$ cat src/rtl/rbst_pkg.sv
// ----------------------------------------------------------------------------
// Ring buffer space tracker package
// Request codes and the packed result layout shared by the tracker.
// ----------------------------------------------------------------------------
package rbst_pkg;

    localparam int ACTION_W   = 2;
    localparam int REQUEST_W  = 16;
    localparam int COUNT_W    = 13;
    localparam int OFFSET_W   = 12;
    localparam int S_TDATA_W  = 24;
    localparam int M_TDATA_W  = 104;
    localparam int RESULT_W   = 4 * COUNT_W + 2 * COUNT_W + 2 * OFFSET_W;

    typedef enum logic [ACTION_W-1:0] {
        ACT_PRODUCE = 2'd0,
        ACT_CONSUME = 2'd1,
        ACT_CLEAR   = 2'd2
    } action_t;

    // Field order from the lowest bit up: done_count first.
    typedef struct packed {
        logic [COUNT_W-1:0]  write_second_length;
        logic [COUNT_W-1:0]  write_first_length;
        logic [OFFSET_W-1:0] write_start;
        logic [COUNT_W-1:0]  read_second_length;
        logic [COUNT_W-1:0]  read_first_length;
        logic [OFFSET_W-1:0] read_start;
        logic [COUNT_W-1:0]  fill_level;
        logic [COUNT_W-1:0]  done_count;
    } result_t;

endpackage

$ cat src/rtl/ring_buffer_space_tracker.sv
// ----------------------------------------------------------------------------
// Ring buffer space tracker
// Keeps write offset, read offset and fill of a byte ring of BUFFER_BYTES
// bytes and reports the amount done plus readable and writable views.
// ----------------------------------------------------------------------------
// Usage:
//   s_ channel carries one request per beat: an action (produce, consume,
//   clear, anything else is a no-op) and a byte count. Produce is clamped to
//   the free space, consume to the fill. A consume that empties the ring
//   returns both offsets to zero.
//   m_ channel returns one result per request with the bytes done, the fill
//   and the two-segment read and write views after the request.
//   A request accepted on s_ passes the input register, then the result
//   register, before its result shows on m_.
//   Throughput: one request per cycle while m_tready is high; the offset and
//   fill registers are updated by one pass of add, compare and wrap logic.
//   Stall: while m_tready is low the result holds; one more request can wait
//   in the input register, after that s_tready drops.
//   Reset: aresetn low clears both offsets, the fill and both valid flags.
// ----------------------------------------------------------------------------
module ring_buffer_space_tracker #(
    parameter int BUFFER_BYTES = 4096
) (
    input  logic                              aclk,
    input  logic                              aresetn,
    input  logic                              s_tvalid,
    output logic                              s_tready,
    // [1:0] action, [17:2] request_count, [23:18] zero
    input  logic [rbst_pkg::S_TDATA_W-1:0]    s_tdata,
    output logic                              m_tvalid,
    input  logic                              m_tready,
    // [12:0] done_count, [25:13] fill_level, [37:26] read_start,
    // [50:38] read_first_length, [63:51] read_second_length,
    // [75:64] write_start, [88:76] write_first_length,
    // [101:89] write_second_length, [103:102] zero
    output logic [rbst_pkg::M_TDATA_W-1:0]    m_tdata
);
    import rbst_pkg::*;

    localparam int CNT_W = $clog2(BUFFER_BYTES + 1);
    localparam int OFF_W = $clog2(BUFFER_BYTES);
    localparam int CMP_W = (CNT_W > REQUEST_W) ? CNT_W : REQUEST_W;
    localparam logic [CNT_W-1:0] SIZE = CNT_W'(BUFFER_BYTES);

    logic                 in_valid_reg;
    logic [ACTION_W-1:0]  action_reg;
    logic [REQUEST_W-1:0] request_reg;
    logic                 out_valid_reg;
    result_t              result_reg;
    result_t              result_next;

    logic [OFF_W-1:0]     wr_off_reg, wr_off_next;
    logic [OFF_W-1:0]     rd_off_reg, rd_off_next;
    logic [CNT_W-1:0]     fill_reg, fill_next;

    logic                 advance;
    logic [CNT_W-1:0]     free_cur;
    logic [CNT_W-1:0]     done;
    logic [CNT_W:0]       wr_sum, rd_sum;
    logic [OFF_W-1:0]     wr_adv, rd_adv;
    logic [CNT_W-1:0]     rd_chunk, wr_chunk, free_new;
    logic [CNT_W-1:0]     r_first, r_second, w_first, w_second;
    logic [31:0]          done_w, fill_w, rd_w, rf_w, rs_w, wr_w, wf_w, ws_w;

    assign advance  = in_valid_reg && (!out_valid_reg || m_tready);
    assign s_tready = !in_valid_reg || advance;
    assign m_tvalid = out_valid_reg;
    assign m_tdata  = {{(M_TDATA_W - RESULT_W){1'b0}}, result_reg};

    assign free_cur = SIZE - fill_reg;

    always_comb begin
        case (action_reg)
            ACT_PRODUCE: begin
                done = (CMP_W'(request_reg) < CMP_W'(free_cur)) ?
                       CNT_W'(request_reg) : free_cur;
            end
            ACT_CONSUME: begin
                done = (CMP_W'(request_reg) < CMP_W'(fill_reg)) ?
                       CNT_W'(request_reg) : fill_reg;
            end
            default: begin
                done = '0;
            end
        endcase
    end

    // wrap offset + done at the ring size
    assign wr_sum = (CNT_W + 1)'(wr_off_reg) + (CNT_W + 1)'(done);
    assign rd_sum = (CNT_W + 1)'(rd_off_reg) + (CNT_W + 1)'(done);
    assign wr_adv = (wr_sum >= (CNT_W + 1)'(SIZE)) ?
                    OFF_W'(wr_sum - (CNT_W + 1)'(SIZE)) : OFF_W'(wr_sum);
    assign rd_adv = (rd_sum >= (CNT_W + 1)'(SIZE)) ?
                    OFF_W'(rd_sum - (CNT_W + 1)'(SIZE)) : OFF_W'(rd_sum);

    always_comb begin
        wr_off_next = wr_off_reg;
        rd_off_next = rd_off_reg;
        fill_next   = fill_reg;
        case (action_reg)
            ACT_PRODUCE: begin
                wr_off_next = wr_adv;
                fill_next   = fill_reg + done;
            end
            ACT_CONSUME: begin
                fill_next = fill_reg - done;
                if (fill_reg == done) begin
                    wr_off_next = '0;
                    rd_off_next = '0;
                end else begin
                    rd_off_next = rd_adv;
                end
            end
            ACT_CLEAR: begin
                wr_off_next = '0;
                rd_off_next = '0;
                fill_next   = '0;
            end
            default: begin
                fill_next = fill_reg;
            end
        endcase
    end

    assign rd_chunk = SIZE - CNT_W'(rd_off_next);
    assign r_first  = (fill_next < rd_chunk) ? fill_next : rd_chunk;
    assign r_second = fill_next - r_first;
    assign free_new = SIZE - fill_next;
    assign wr_chunk = SIZE - CNT_W'(wr_off_next);
    assign w_first  = (free_new < wr_chunk) ? free_new : wr_chunk;
    assign w_second = free_new - w_first;

    assign done_w = 32'(done);
    assign fill_w = 32'(fill_next);
    assign rd_w   = 32'(rd_off_next);
    assign rf_w   = 32'(r_first);
    assign rs_w   = 32'(r_second);
    assign wr_w   = 32'(wr_off_next);
    assign wf_w   = 32'(w_first);
    assign ws_w   = 32'(w_second);

    always_comb begin
        result_next.done_count          = done_w[COUNT_W-1:0];
        result_next.fill_level          = fill_w[COUNT_W-1:0];
        result_next.read_start          = rd_w[OFFSET_W-1:0];
        result_next.read_first_length   = rf_w[COUNT_W-1:0];
        result_next.read_second_length  = rs_w[COUNT_W-1:0];
        result_next.write_start         = wr_w[OFFSET_W-1:0];
        result_next.write_first_length  = wf_w[COUNT_W-1:0];
        result_next.write_second_length = ws_w[COUNT_W-1:0];
    end

    always_ff @(posedge aclk) begin
        if (!aresetn) begin
            in_valid_reg  <= 1'b0;
            out_valid_reg <= 1'b0;
            wr_off_reg    <= '0;
            rd_off_reg    <= '0;
            fill_reg      <= '0;
        end else begin
            if (s_tvalid && s_tready) begin
                in_valid_reg <= 1'b1;
            end else if (advance) begin
                in_valid_reg <= 1'b0;
            end
            if (advance) begin
                out_valid_reg <= 1'b1;
                wr_off_reg    <= wr_off_next;
                rd_off_reg    <= rd_off_next;
                fill_reg      <= fill_next;
            end else if (m_tready) begin
                out_valid_reg <= 1'b0;
            end
        end
    end

    // hold payload until the next request moves
    always_ff @(posedge aclk) begin
        if (s_tvalid && s_tready) begin
            action_reg  <= s_tdata[ACTION_W-1:0];
            request_reg <= s_tdata[ACTION_W +: REQUEST_W];
        end
        if (advance) begin
            result_reg <= result_next;
        end
    end

endmodule
$ cat config.mk
export PLATFORM = sky130hd
export DESIGN_NAME = ring_buffer_space_tracker
export DESIGN_NICKNAME = d
export VERILOG_FILES = /design/src/rtl/rbst_pkg.sv /design/src/rtl/ring_buffer_space_tracker.sv
export SDC_FILE = /design/constraint.sdc
export NUM_CORES = 1
export LEC_CHECK = 0
export BUFFER_PORTS_ARGS = -buffer_cell sky130_fd_sc_hd__buf_2
export CORE_MARGIN = 1.5
export CORE_UTILIZATION = 55
export DETAILED_ROUTE_END_ITERATION = 8
export MAX_ROUTING_LAYER = met4
export PLACE_DENSITY = 0.76
export SYNTH_ARGS = -nofsm -noshare
export SYNTH_HDL_FRONTEND = slang
export SYNTH_SLANG_ARGS = --single-unit
$ cat constraint.sdc
create_clock -name aclk -period 16.2 [get_ports aclk]
set_input_delay 4.05 -clock aclk [delete_from_list [all_inputs] [get_ports aclk]]
set_output_delay 4.05 -clock aclk [all_outputs]
set_load 0.01 [all_outputs]
Word level (Yosys, flattened, before mapping):

Index checks and enable logic that the tools add are counted.

* $add $sub $neg: 12
* order comparisons: 6
* equal/unequal tests: 3
* muxes and demuxes: 16
* reduce and logical (&&, ||, !) cells: 9

Operator list (number)
* 13-bit two-way mux: 4
* 12-bit two-way mux: 4
* 13-bit one-hot mux with 3 select lines: 1
* 13-bit subtractor: 3
* 12-bit one-hot mux with 3 select lines: 1
* 16-bit by 13-bit less-than comparator with 1-bit output: 2
* 12-bit by 13-bit adder with 14-bit output: 2
* 14-bit by 13-bit greater-or-equal comparator with 1-bit output, second input constant: 2
* 13-bit less-than comparator: 2
* 13-bit one-hot mux with 2 select lines: 1
* 13-bit by 12-bit subtractor with 13-bit output, first input constant: 2
* 13-bit subtractor, first input constant: 2
* 12-bit one-hot mux with 2 select lines: 1
* 12-bit by 1-bit subtractor with 12-bit output, second input constant: 2
* 13-bit adder: 1
* 13-bit equality test: 1
* 1-bit two-way mux: 4
* 2-bit nonzero test: 2
* 2-bit by 1-bit equality test with 1-bit output, second input constant: 1
* 2-bit equality test, second input constant: 1
* 1-bit logical AND: 2
* 1-bit zero test: 2
* 2-bit zero test: 1
* 1-bit logical OR: 2

* register bits: 159
* output and inout port bits: 106

Depth between registers and ports, before layout:

* word-level depth: 13
* depth in mapped cells: 56

Least setup slack after synthesis:

Ideal clock, no wire load.

* kind: register -> register
* from: reg fill_reg[2]
* to: reg result_reg (netlist bit m_tdata[63]) (data pin)
* library setup time: 258 ps
* arrival: 10848 ps
* data required time: 15942 ps
* slack: 5094 ps
* stages on the path, launching flop included: 53
* buffers on the path: 5
* cells stage by stage: dfxtp_1 -> clkbuf_1 -> nor4_2 -> and2_1 -> nand2_1 -> nor3_1 -> xnor2_1 -> ha_1 -> and3_1 -> a221o_1 -> a211oi_1 -> o21a_1 -> buf_4 -> clkbuf_1 -> nor2_1 -> a21oi_1 -> o22a_1 -> inv_1 -> [... 17 more ...] -> a2111oi_0 -> a21o_1 -> clkbuf_1 -> clkbuf_1 -> nor2_1 -> a21oi_1 -> ha_1 -> inv_1 -> fa_1 -> a21oi_1 -> nand2_1 -> o221ai_1 -> nor3_1 -> a2111oi_0 -> o211ai_1 -> a31oi_1 -> o21bai_1 -> xnor2_1

* longest elaborated chain between the ends: 13
* elaborated cells between the ends (all ways): 20

Ends and longest elaborated chain
* from (decl): RTL line ring_buffer_space_tracker.sv:54 `logic [CNT_W-1:0] fill_reg, fill_next;`
* from (signal assigned): RTL line ring_buffer_space_tracker.sv:170 `fill_reg <= fill_next;`
* 13-bit subtractor: RTL line ring_buffer_space_tracker.sv:70 `assign free_cur = SIZE - fill_reg;`
* 16-bit by 13-bit less-than comparator with 1-bit output: RTL line ring_buffer_space_tracker.sv:75 `done = (CMP_W'(request_reg) < CMP_W'(free_cur)) ?`
* 13-bit two-way mux: RTL line ring_buffer_space_tracker.sv:75
* 13-bit one-hot mux with 2 select lines (*): RTL line ring_buffer_space_tracker.sv:73 `case (action_reg)`
* net done[1]: RTL line ring_buffer_space_tracker.sv:58 `logic [CNT_W-1:0] done;`
* 12-bit by 13-bit adder with 14-bit output: RTL line ring_buffer_space_tracker.sv:90 `assign rd_sum = (CNT_W + 1)'(rd_off_reg) + (CNT_W + 1)'(done);`
* 12-bit by 1-bit subtractor with 12-bit output or 14-bit by 13-bit greater-or-equal comparator with 1-bit output (tied branches): RTL line ring_buffer_space_tracker.sv:94, ring_buffer_space_tracker.sv:93
* 12-bit two-way mux: RTL line ring_buffer_space_tracker.sv:93 `assign rd_adv = (rd_sum >= (CNT_W + 1)'(SIZE)) ?`
* 12-bit two-way mux (*): RTL line ring_buffer_space_tracker.sv:107 `if (fill_reg == done) begin`
* 12-bit one-hot mux with 2 select lines (*): RTL line ring_buffer_space_tracker.sv:100 `case (action_reg)`
* net rd_off_next[11]: RTL line ring_buffer_space_tracker.sv:53 `logic [OFF_W-1:0] rd_off_reg, rd_off_next;`
* 13-bit by 12-bit subtractor with 13-bit output (*): RTL line ring_buffer_space_tracker.sv:125 `assign rd_chunk = SIZE - CNT_W'(rd_off_next);`
* 13-bit less-than comparator (*): RTL line ring_buffer_space_tracker.sv:126 `assign r_first = (fill_next < rd_chunk) ? fill_next : rd_chunk;`
* 13-bit two-way mux (*): RTL line ring_buffer_space_tracker.sv:126
* net r_first[0]: RTL line ring_buffer_space_tracker.sv:62 `logic [CNT_W-1:0] r_first, r_second, w_first, w_second;`
* 13-bit subtractor (*): RTL line ring_buffer_space_tracker.sv:127 `assign r_second = fill_next - r_first;`
* net r_second[12]: RTL line ring_buffer_space_tracker.sv:62
* to (signal assigned): RTL line ring_buffer_space_tracker.sv:184 `result_reg <= result_next;`
* to (decl): RTL line ring_buffer_space_tracker.sv:49 `result_t result_reg;`

The timed path passes the listed nets; every way through them passes the cells marked *.
A chain may end at the register's enable or synchronous reset.

Worst setup path after layout:

* from: reg fill_reg[2]
* to: reg result_reg (netlist bit m_tdata[62]) (data pin)

* longest elaborated chain between the ends: 13
* elaborated cells between the ends (all ways): 20

Ends and longest elaborated chain (RTL line)
* 13-bit subtractor: ring_buffer_space_tracker.sv:70
* 16-bit by 13-bit less-than comparator with 1-bit output: ring_buffer_space_tracker.sv:75
* 13-bit two-way mux: ring_buffer_space_tracker.sv:75
* 13-bit one-hot mux with 2 select lines: ring_buffer_space_tracker.sv:73
* 12-bit by 13-bit adder with 14-bit output: ring_buffer_space_tracker.sv:90
* 12-bit by 1-bit subtractor with 12-bit output or 14-bit by 13-bit greater-or-equal comparator with 1-bit output (tied branches): ring_buffer_space_tracker.sv:94, ring_buffer_space_tracker.sv:93
* 12-bit two-way mux: ring_buffer_space_tracker.sv:93
* 12-bit two-way mux: ring_buffer_space_tracker.sv:107
* 12-bit one-hot mux with 2 select lines: ring_buffer_space_tracker.sv:100
* 13-bit by 12-bit subtractor with 13-bit output: ring_buffer_space_tracker.sv:125
* 13-bit less-than comparator: ring_buffer_space_tracker.sv:126
* 13-bit two-way mux: ring_buffer_space_tracker.sv:126
* 13-bit subtractor (*): ring_buffer_space_tracker.sv:127
* net r_second[11]: ring_buffer_space_tracker.sv:62

Marks and branches as above.

==> qor.log <==
INFO  run_status     result_of_the_run=finished clean
INFO  floorplan      pin_count=134
INFO  sta            finalMaxSlewViolations=0
INFO  sta            clock_skew=0.01732ns
INFO  clocking       cts_sinks=159
INFO  power_and_ir_drop power.leakage=6.081nW
INFO  final_layout   leading_cell_type_in_the_layout_fill_and_taps_excluded=sky130_fd_sc_hd__nor2_1
INFO  synth          synth-warning-count=0
INFO  route          dr.pass1.iters=6
INFO  worst_setup_path critical_path.slowest_cell=sky130_fd_sc_hd__a21o_1
INFO  worst_setup_path worstPathMaxFanout=24
INFO  global_routing grt_pass1_vias=9450
INFO  clocking       tritoncts_clock_tree=built
INFO  worst_setup_path critical_path_class=reg -> reg
INFO  route          dr_wl_met2=14330um
INFO  synth          synth.cell_area=12140um^2
INFO  clocking       post_cts_resize_count=0
INFO  floorplan      rows=54
INFO  power_and_ir_drop power.ir.vdd_worst=0.00008924V
INFO  sta            maxSlewHeadroom=36.91%
INFO  final_layout   final_layout_size_suffix_gt1_share=14.00%
INFO  placed_design  gp_routability_congestion=0.9565
INFO  floorplan      die-area=22970um^2
INFO  route          dr.first_iter.drc_count=947
INFO  sta            min_period_over_period=83.88%
INFO  clocking       ctsHoldBuffers=0
INFO  global_routing grt-ovfl-total=0
INFO  synth          yosysSeqAreaShare=36.12%
INFO  worst_setup_path critPathRequiredTime=16.46ns
INFO  route          routed_wirelength=32320um
INFO  route          vias_per_cell=6.095
INFO  final_layout   flow.area_growth_from_synthesis=11.89%
INFO  power_and_ir_drop total_power=2.195mW
INFO  sta            number_of_hold_violations_in_the_final_report=0
INFO  worst_setup_path most_common_cell_on_crit_path=sky130_fd_sc_hd__ha_1
INFO  clocking       clock_tree.root_cell=sky130_fd_sc_hd__clkbuf_16
INFO  clocking       insertion_delay=0.44ns
INFO  sta            setup_violations=0
INFO  floorplan      floorplan.die.width=151.6um
INFO  synth          asyncSetResetFlopFracSynth=0%
INFO  clocking       path_clk_slew=0.08ns
INFO  synth          yosysUniqueCellTypes=93
INFO  sta            finalSetupTns=0ns
INFO  global_routing initial_antenna_violation_count=0
INFO  sta            min_period=13.59ns
INFO  worst_setup_path critical_path_arrival=13.85ns
INFO  sta            max_freq=73.59MHz
INFO  final_layout   final_cell_count_no_fill=1723
INFO  worst_setup_path critPathLaunchType=flop
INFO  placed_design  numPlacedInstances=1691
INFO  floorplan      core_region_area=21760um^2
INFO  global_routing global_route.usage.total=29.39%
INFO  synth          ffs_latches_synth=159
INFO  final_layout   final_net_count=1578
INFO  synth          synth_top_flop_cell=sky130_fd_sc_hd__edfxtp_1
INFO  sta            rsz0062_at_grt=no
INFO  route          final_antenna_net_count=0
INFO  floorplan      chipHeight=151.6um
INFO  worst_setup_path timing.critical_path.to_type=flop
INFO  power_and_ir_drop power_per_unit_of_standard_cell_area=161.7nW/um^2
INFO  final_layout   largest_register_ff_count=102
INFO  route          detail_route.wirelength.met1=14560um
INFO  synth          number_of_synthesized_flops_with_an_enable_pin=120
INFO  worst_setup_path crit_path_max_incr_delay=0.72ns
INFO  placed_design  place.port_buffers=125
INFO  clocking       cts_inserted_buffers=17
INFO  min_path       hold_path_class=reg -> reg
INFO  floorplan      initial_utilization=55.79%
INFO  synth          mapped_cells=1322
INFO  final_layout   mostFrequentLayoutCells=sky130_fd_sc_hd__nor2_1 (128), sky130_fd_sc_hd__buf_2 (125), sky130_fd_sc_hd__edfxtp_1 (120)
INFO  route          wl_met3=2232um
INFO  placed_design  detailedPlacementHpwl=23850um
INFO  clocking       cts_max_path_buffers=2
INFO  clocking       htree_levels=4
INFO  synth          syn_area_per_cell=9.181um^2
INFO  final_layout   num_antenna_cells=0
INFO  route          remaining_drc_errors=0
INFO  route          highest_layer=met4
INFO  global_routing grt_max_degree=95
INFO  global_routing grt_first_pass_wirelength=50580um
INFO  clocking       cts_setup_buffers=0
INFO  run            drv.max_cap_violation_count=0
INFO  route          wire_length_per_cell=18.76um
INFO  route          total_number_of_vias=10502
INFO  sta            worst-slew-pin-transition=0.9463ns
## power breakdown
group          leakage (nW)  total [mW]  internal (mW)  switching [mW]
registers              1.46       0.592          0.566          0.0256
logic                  4.34        1.19          0.473           0.720
clock network         0.281       0.410          0.218           0.192
## stage by stage
step	hold slack [ns]	worst slack [ns]	utilization, %	cell area, um^2
global route	0.5436	1.549	62.42	13580
detailed placement	0.5134	2.907	59.76	13000
global placement	0.5101	3.069	59.76	13000
floorplan	0.4855	5.094	-	12140
finish	0.5258	2.611	62.42	13580
CTS	0.5270	2.816	62.42	13580
## cell families after synthesis
family,after synthesis,share of synthesized area [%]
compound gates,376,22.11
buf+inv,159,5.113
flops,159,36.12
simple gates,405,16.30
xor+xnor,89,6.484
mux,11,0.9278
other cells,1,0.03089
fa+ha+maj,122,12.92
## final cells by class
cell class | count | area (um^2)
Tap cell | 280 | 350.3
Fill cell | 1855 | 8175
Clock inverter | 14 | 150.1
Inverter | 111 | 421.7
Clock buffer | 18 | 429.2
Multi-Input combinational cell | 1005 | 7137
Sequential cell | 159 | 4384
Timing Repair Buffer | 136 | 708.2
## cell usage after synthesis (8+ instances only)
library cell / count / share of area [%]
sky130_fd_sc_hd__a211oi_1: 12 / 0.74
sky130_fd_sc_hd__a21boi_0: 11 / 0.68
sky130_fd_sc_hd__a21o_1: 26 / 1.6
sky130_fd_sc_hd__a21oi_1: 83 / 3.4
sky130_fd_sc_hd__a22oi_1: 11 / 0.68
sky130_fd_sc_hd__a31oi_1: 8 / 0.41
sky130_fd_sc_hd__and2_1: 12 / 0.62
sky130_fd_sc_hd__and3_1: 12 / 0.62
sky130_fd_sc_hd__clkbuf_1: 32 / 0.99
sky130_fd_sc_hd__dfxtp_1: 39 / 6.4
sky130_fd_sc_hd__edfxtp_1: 120 / 30
sky130_fd_sc_hd__ha_1: 114 / 12
sky130_fd_sc_hd__inv_1: 106 / 3.3
sky130_fd_sc_hd__mux2i_1: 9 / 0.74
sky130_fd_sc_hd__nand2_1: 94 / 2.9
sky130_fd_sc_hd__nand2b_1: 16 / 0.82
sky130_fd_sc_hd__nand3_1: 26 / 1.1
sky130_fd_sc_hd__nand4_1: 14 / 0.72
sky130_fd_sc_hd__nor2_1: 128 / 4.0
sky130_fd_sc_hd__nor2b_1: 26 / 1.3
sky130_fd_sc_hd__nor3_1: 28 / 1.2
sky130_fd_sc_hd__nor3b_1: 17 / 1.1
sky130_fd_sc_hd__o211a_1: 21 / 1.7
sky130_fd_sc_hd__o211ai_1: 11 / 0.68
sky130_fd_sc_hd__o21a_1: 16 / 0.99
sky130_fd_sc_hd__o21ai_0: 62 / 2.6
sky130_fd_sc_hd__o21bai_1: 9 / 0.56
sky130_fd_sc_hd__o22a_1: 10 / 0.72
sky130_fd_sc_hd__o31ai_1: 8 / 0.49
sky130_fd_sc_hd__xnor2_1: 61 / 4.4
sky130_fd_sc_hd__xor2_1: 27 / 1.9
## layer usage
metal  global-route usage, %  vias to the layer above
met1                   40.19                     4906
met4                   12.07                        0
met5                       -                        -
li1                        -                     5055
met3                   3.772                       78
met2                   44.16                      463
## worst max-delay path, delay by kind of cell, from the launching register on
kind,cells,cell delay [ns]
AO/OA/AOI/OAI,20,6.63
XOR/XNOR,2,0.75
adder cells (fa/ha/maj),5,1.88
buffers and inverters,1,0.24
flip-flops,1,0.44
AND/OR/NAND/NOR,17,3.47
## worst paths after layout
path	from	to	slack, ns	cells after the start
worst max-delay path	fill_reg[2]$_SDFFE_PN0P_	m_tdata[62]$_DFFE_PP_	2.61	45
worst min-delay path	rd_off_reg[6]$_SDFFE_PN0P_	rd_off_reg[6]$_SDFFE_PN0P_	0.53	2
worst max register to register	fill_reg[2]$_SDFFE_PN0P_	m_tdata[62]$_DFFE_PP_	2.61	45
worst min register to register	rd_off_reg[6]$_SDFFE_PN0P_	rd_off_reg[6]$_SDFFE_PN0P_	0.53	2
Note: power is estimated with default switching activity, not from simulation.
